$ cat src/hdl/ilid_pkg.sv
// ----------------------------------------------------------------------------
// ilid_pkg: shared types and codes for the indexed list
// Request and response item layouts, request kinds, status codes and the
// command broadcast to every entry cell.
// ----------------------------------------------------------------------------
package ilid_pkg;

    localparam int DATA_W = 32;
    localparam int POS_W  = 7;
    localparam int KIND_W = 3;
    localparam int STAT_W = 2;

    localparam logic [KIND_W-1:0] KIND_READ      = 3'd0;
    localparam logic [KIND_W-1:0] KIND_INS_FRONT = 3'd1;
    localparam logic [KIND_W-1:0] KIND_APPEND    = 3'd2;
    localparam logic [KIND_W-1:0] KIND_INS_AT    = 3'd3;
    localparam logic [KIND_W-1:0] KIND_DELETE    = 3'd4;

    localparam logic [STAT_W-1:0] ST_DONE    = 2'd0;
    localparam logic [STAT_W-1:0] ST_INVALID = 2'd1;
    localparam logic [STAT_W-1:0] ST_FULL    = 2'd2;

    typedef struct packed {
        logic [KIND_W-1:0]        kind;
        logic [POS_W-1:0]         position;
        logic signed [DATA_W-1:0] value;
    } req_t;

    typedef struct packed {
        logic signed [DATA_W-1:0] read_value;
        logic [STAT_W-1:0]        status;
        logic [POS_W-1:0]         length;
    } rsp_t;

    typedef struct packed {
        logic              ins;
        logic              del;
        logic              rd;
        logic [DATA_W-1:0] value;
    } cell_cmd_t;

endpackage

$ cat src/hdl/ilid_cell.sv
// ----------------------------------------------------------------------------
// ilid_cell: one entry of the list
// Holds one value and, on an insert or delete, takes its left or right
// neighbour's value or the new value, according to its own index.
// ----------------------------------------------------------------------------
module ilid_cell #(
    parameter int PW  = 7,
    parameter int IDX = 0
) (
    input  logic                           clk,
    input  ilid_pkg::cell_cmd_t            cmd,
    input  logic [PW-1:0]                  pos,
    input  logic [ilid_pkg::DATA_W-1:0]    left,
    input  logic [ilid_pkg::DATA_W-1:0]    right,
    output logic [ilid_pkg::DATA_W-1:0]    data,
    output logic [ilid_pkg::DATA_W-1:0]    rd_data
);
    import ilid_pkg::*;

    localparam logic [PW-1:0] MY_IDX = PW'(IDX);

    logic [DATA_W-1:0] data_reg;
    logic [DATA_W-1:0] data_next;

    always_comb
    begin
        data_next = data_reg;
        if (cmd.ins)
        begin
            if (MY_IDX > pos)
            begin
                data_next = left;
            end
            else if (MY_IDX == pos)
            begin
                data_next = cmd.value;
            end
        end
        else if (cmd.del)
        begin
            if (MY_IDX >= pos)
            begin
                data_next = right;
            end
        end
    end

    always_ff @(posedge clk)
    begin
        data_reg <= data_next;
    end

    assign data    = data_reg;
    assign rd_data = (cmd.rd && (pos == MY_IDX)) ? data_reg : '0;

endmodule

$ cat config.mk
export PLATFORM = sky130hd
export DESIGN_NAME = ilid_cell
export DESIGN_NICKNAME = d
export VERILOG_FILES = /design/src/hdl/ilid_pkg.sv /design/src/hdl/ilid_cell.sv
export SDC_FILE = /design/constraint.sdc
export NUM_CORES = 1
export LEC_CHECK = 0
export ABC_AREA = 1
export BUFFER_PORTS_ARGS = -buffer_cell sky130_fd_sc_hd__buf_4
export CAP_MARGIN = 10
export CORE_MARGIN = 2
export CORE_UTILIZATION = 40
export CTS_CLUSTER_DIAMETER = 60
export CTS_CLUSTER_SIZE = 20
export DETAILED_ROUTE_END_ITERATION = 16
export PLACE_DENSITY = 0.86
export SKIP_LAST_GASP = 1
export SYNTH_ARGS = -nofsm -noshare
export SYNTH_HDL_FRONTEND = slang
export SYNTH_SLANG_ARGS = --single-unit
$ cat constraint.sdc
create_clock -name clk -period 4.54 [get_ports clk]
set_input_delay 0.227 -clock clk [delete_from_list [all_inputs] [get_ports clk]]
set_output_delay 0.227 -clock clk [all_outputs]
set_load 0.01 [all_outputs]
* Word level (Yosys, flattened, before mapping)
Cells that the tools add are included.
Storage, ports and cells: register bits after elaboration 32, latch bits 0, RAM bits 0, memory bits (read-only) 0, input port bits 107, output and inout bits 64, word-level logic and storage cells 15, memories kept 0
Operators by class: add/subtract/negate cells 0, $mul 0, div/mod/pow operators 0, $lt $le $gt $ge 2, equality and inequality tests 1, shift operators 0, multiplexer cells 6, bitwise logic cells 0, reductions and logical operators 5
Operator list (count):
- $mux W32 | 6
- $ge A1 B7 Y1 const A | 1
- $gt A1 B7 Y1 const A | 1
- $logic_not A7 Y1 | 1
- $reduce_bool A2 Y1 | 2
- $ne A3 B1 Y1 const B | 1
- $reduce_and A3 Y1 | 1
- $logic_and A1 B1 Y1 | 1

* Logic depth before layout (Yosys ltp)
word-level depth 4, mapped depth 6, gate-level depth less buffers 5

* Least setup slack after synthesis
Ideal clock, no wire load.
path type input port to flip-flop, start point input pos[4], end point register data_reg[0], in the netlist data[0] (enable), setup time 421 ps, data arrival time 1897 ps, data required time 4119 ps, path slack 2222 ps, stages on the path 5, buffers on the path 0, cells stage by stage inv_1 -> nand2_1 -> nor2_2 -> nand2_1 -> nor2_1
Between the ends: word-level cells in the longest chain between the ends 3, elaborated cells on any way between the ends 6, classes of those cells order compare: 2; eq/ne: 1; reduce/logical: 3
RTL lines:
- start, declared | RTL line ilid_cell.sv:12 | input logic [PW-1:0] pos,
- $gt A1 B7 Y1 (tied with other cells) | RTL line ilid_cell.sv:30 | if (MY_IDX > pos)
- $ne A3 B1 Y1 (no line) or $reduce_bool A2 Y1 (tied branches)
- $reduce_and A3 Y1 (no line) *
- end signal, assigned | RTL line ilid_cell.sv:50 | data_reg <= data_next;
- end, declared | RTL line ilid_cell.sv:22 | logic [DATA_W-1:0] data_reg;
Every way passes the cells marked *; elsewhere a longest branch is shown, timed or not. A chain may end at the register's enable or synchronous reset.

* Worst setup path in the final report
start point input pos[4], end point output rd_data[25] in the netlist's numbering
Between the ends: word-level cells in the longest chain between the ends 3
RTL lines:
- $logic_not A7 Y1 | RTL line ilid_cell.sv:54 | assign rd_data = (cmd.rd && (pos == MY_IDX)) ? data_reg : '0;
- $logic_and A1 B1 Y1 | RTL line ilid_cell.sv:54
- $mux W32 | RTL line ilid_cell.sv:54
- end, declared | RTL line ilid_cell.sv:16 | output logic [ilid_pkg::DATA_W-1:0] rd_data
No other way between the ends.

==> impl_results.md <==
* Period minus WS final at 1.693 ns
* Post-synthesis mux area share at 20.84%
* Maximum VDD drop at 0.0001504 V
* Seq/Total Area, Yosys at 52.82%
* Row count at 24
* Hold Vio Cnt, Final at 0
* TritonCTS clock tree: done
* Worst Setup Path Type: in -> out
* Final core utilization at 67.87%
* Grt met3 use at 6.470%
* Total of max-cap violations at 0
* Yosys top cell area share at 52.82%
* Largest net degree at the start of global routing at 34
* CP max stage cell: nand3_4
* H-tree depth at 2
* Leakage at 1.453 nW
* Met1 Usage GRT at 15.79%
* Top post-synthesis cells by area: edfxtp_1, mux2_2, nor2_2
* CP cell instances: buf_4, inv_1, nand2_1, nor2_2, nand3_4, nor2_2, buf_4
* Num CTS Buffers at 5
* Initial DRT Pass Iterations at 4
* Worst-margin pin slew at 0.9181 ns
* Hpwl dp at 3361 µm
* Die Y at 71.44 µm
* Die area at 5104 µm²
* Core Area at 4354 µm²
* Final TNS setup at 0 ns
* CP peak stage delay at 0.47 ns
* Buffers added on ports at 138
* Area Growth Syn to Fin at 62.45%
* FMAX at 590.6 MHz
* GRT Util Overall at 17.47%
* Syn avg cell area at 12.13 µm²
* # clock sinks at 32
* Routed vias/inst at 4.528
* Pre-CTS setup slack at 2.588 ns
* Maximum clock insertion buffer count at 2
* Antenna Violating Nets Remaining at 0
* Commonest non-fill, non-tap cell in the layout: buf_4
* Met2 Usage GRT at 34.77%
* Synthesized instance count at 150
* Unrepaired setup endpoints after global routing: no
* Die width at 71.44 µm
* Min-delay worst type: in -> reg
* Nets at 395
* Most frequent cells in the layout: buf_4, inv_1, edfxtp_1
* Run status: finished, final reports clean
* CP required at 4.31 ns
* Yosys cell types at 10
* First-pass GRT wire length at 6920 µm
* Largest family of logic cells by synthesized area: multiplexers
* Max reg flops at 32
* Rel. slew slack at 38.65%
* Drt initial violations at 57
* Post-synthesis simple-gate area fraction at 14.17%
* CP Data Arrival Time at 1.47 ns
* WL/cell at 12.95 µm
* Post-CTS Setup Repair Bufs at 0
* # diodes at 0
* Seq cells post-synth at 32
* Worst Path Max Fanout at 32
* Post_cts resized at 0
* Critical path startpoint category: input port
* Routed vias at 1544
* Tot Pwr at 683.2 µW
* Crit. End Element: primary output
* Share of layout cells above drive strength 1 at 72.66%
* Drt total wl at 4417 µm
* Count of final setup violators at 0
* Final setup margin at 2.847 ns
* Grt peak-use layer: met2
* Synth Net Count at 257
* Initial antenna violation count at 0
* Final Cycle Share at 37.29%
* Fill count at 342
* Complex-gate fraction of the synthesized area at 0%
* Clk slew on worst S/H paths at 0.07 ns
* Adder-cell share of the synthesized area at 0%
* Post-synthesis xor/xnor area fraction at 0%
* RePlAce Congestion at 0.7357
* Synthesized area at 1819 µm²
* Root buf cell: clkbuf_8
* Vias in the first global route at 1614
* Starting Density at 41.78%
* Power per standard cell area at 231.2 nW/µm²
* Area leader, netlist: edfxtp_1
* Io pins at 171
* Final Slew Violations at 0
* Cts hold-fix bufs at 0
* Final routed DRC violation total at 0
* GRT overflow at 0
* Yosys warns at 0
-- metal layers --
layer / vias to the layer above / share of wire, %
met2: 86 / 55
met1: 705 / 33
met4: 0 / 1.2
met5: - / 0
met3: 6 / 10
li1: 747 / -
-- cell usage after synthesis --
| library cell | count |
|---|---|
| nand3_4 | 1 |
| nand2_1 | 4 |
| nor2_4 | 2 |
| mux2_2 | 27 |
| mux2_4 | 5 |
| buf_6 | 7 |
| edfxtp_1 | 32 |
| nor2_1 | 4 |
| inv_1 | 38 |
| nor2_2 | 30 |
-- power breakdown --
part	total, mW	internal (mW)	switching [mW]
clock	0.264	0.160	0.104
sequential	0.330	0.329	0.000716
combinational	0.0900	0.0651	0.0249
total	0.683	0.554	0.129
-- logic make-up (layout without fill, tap and decap cells) --
logic type,Yosys count,after routing
flops,32,32
buf+inv,45,184
mux,32,32
simple gates,41,41
-- final timing paths --
kind / startpoint / endpoint / slack, ns / cells past startpoint
worst min-delay path: right[19] / data[19]$_DFFE_PP_ / 0.24 / 2
worst max-delay path: pos[4] / rd_data[25] / 2.85 / 7
-- worst max-delay path, delay by kind of cell --
kind                   cells  cell delay (ns)
and+or+nand+nor            4             0.94
buffers and inverters      3             0.30
-- area by class of cell --
class	count	area, µm²	area share (%)
timing repair buffer	138	1036	35.05
sequential	32	960.9	32.51
multi-input combinational	73	644.4	21.80
inverter	38	142.6	4.826
clock buffer	5	68.82	2.329
tap	52	65.06	2.202
clock inverter	3	37.54	1.270
-- through the flow --
step / hold slack [ns] / std cells / area [µm²]
after floorplan: 0.4445 / 150 / 1819
after global placement: 0.5283 / 333 / 2849
after detailed placement: 0.5314 / 333 / 2849
after CTS: 0.2339 / 341 / 2955
final: 0.2429 / 341 / 2955
after global routing: 0.2371 / 341 / 2955
Power figures use the tool's default switching activity.
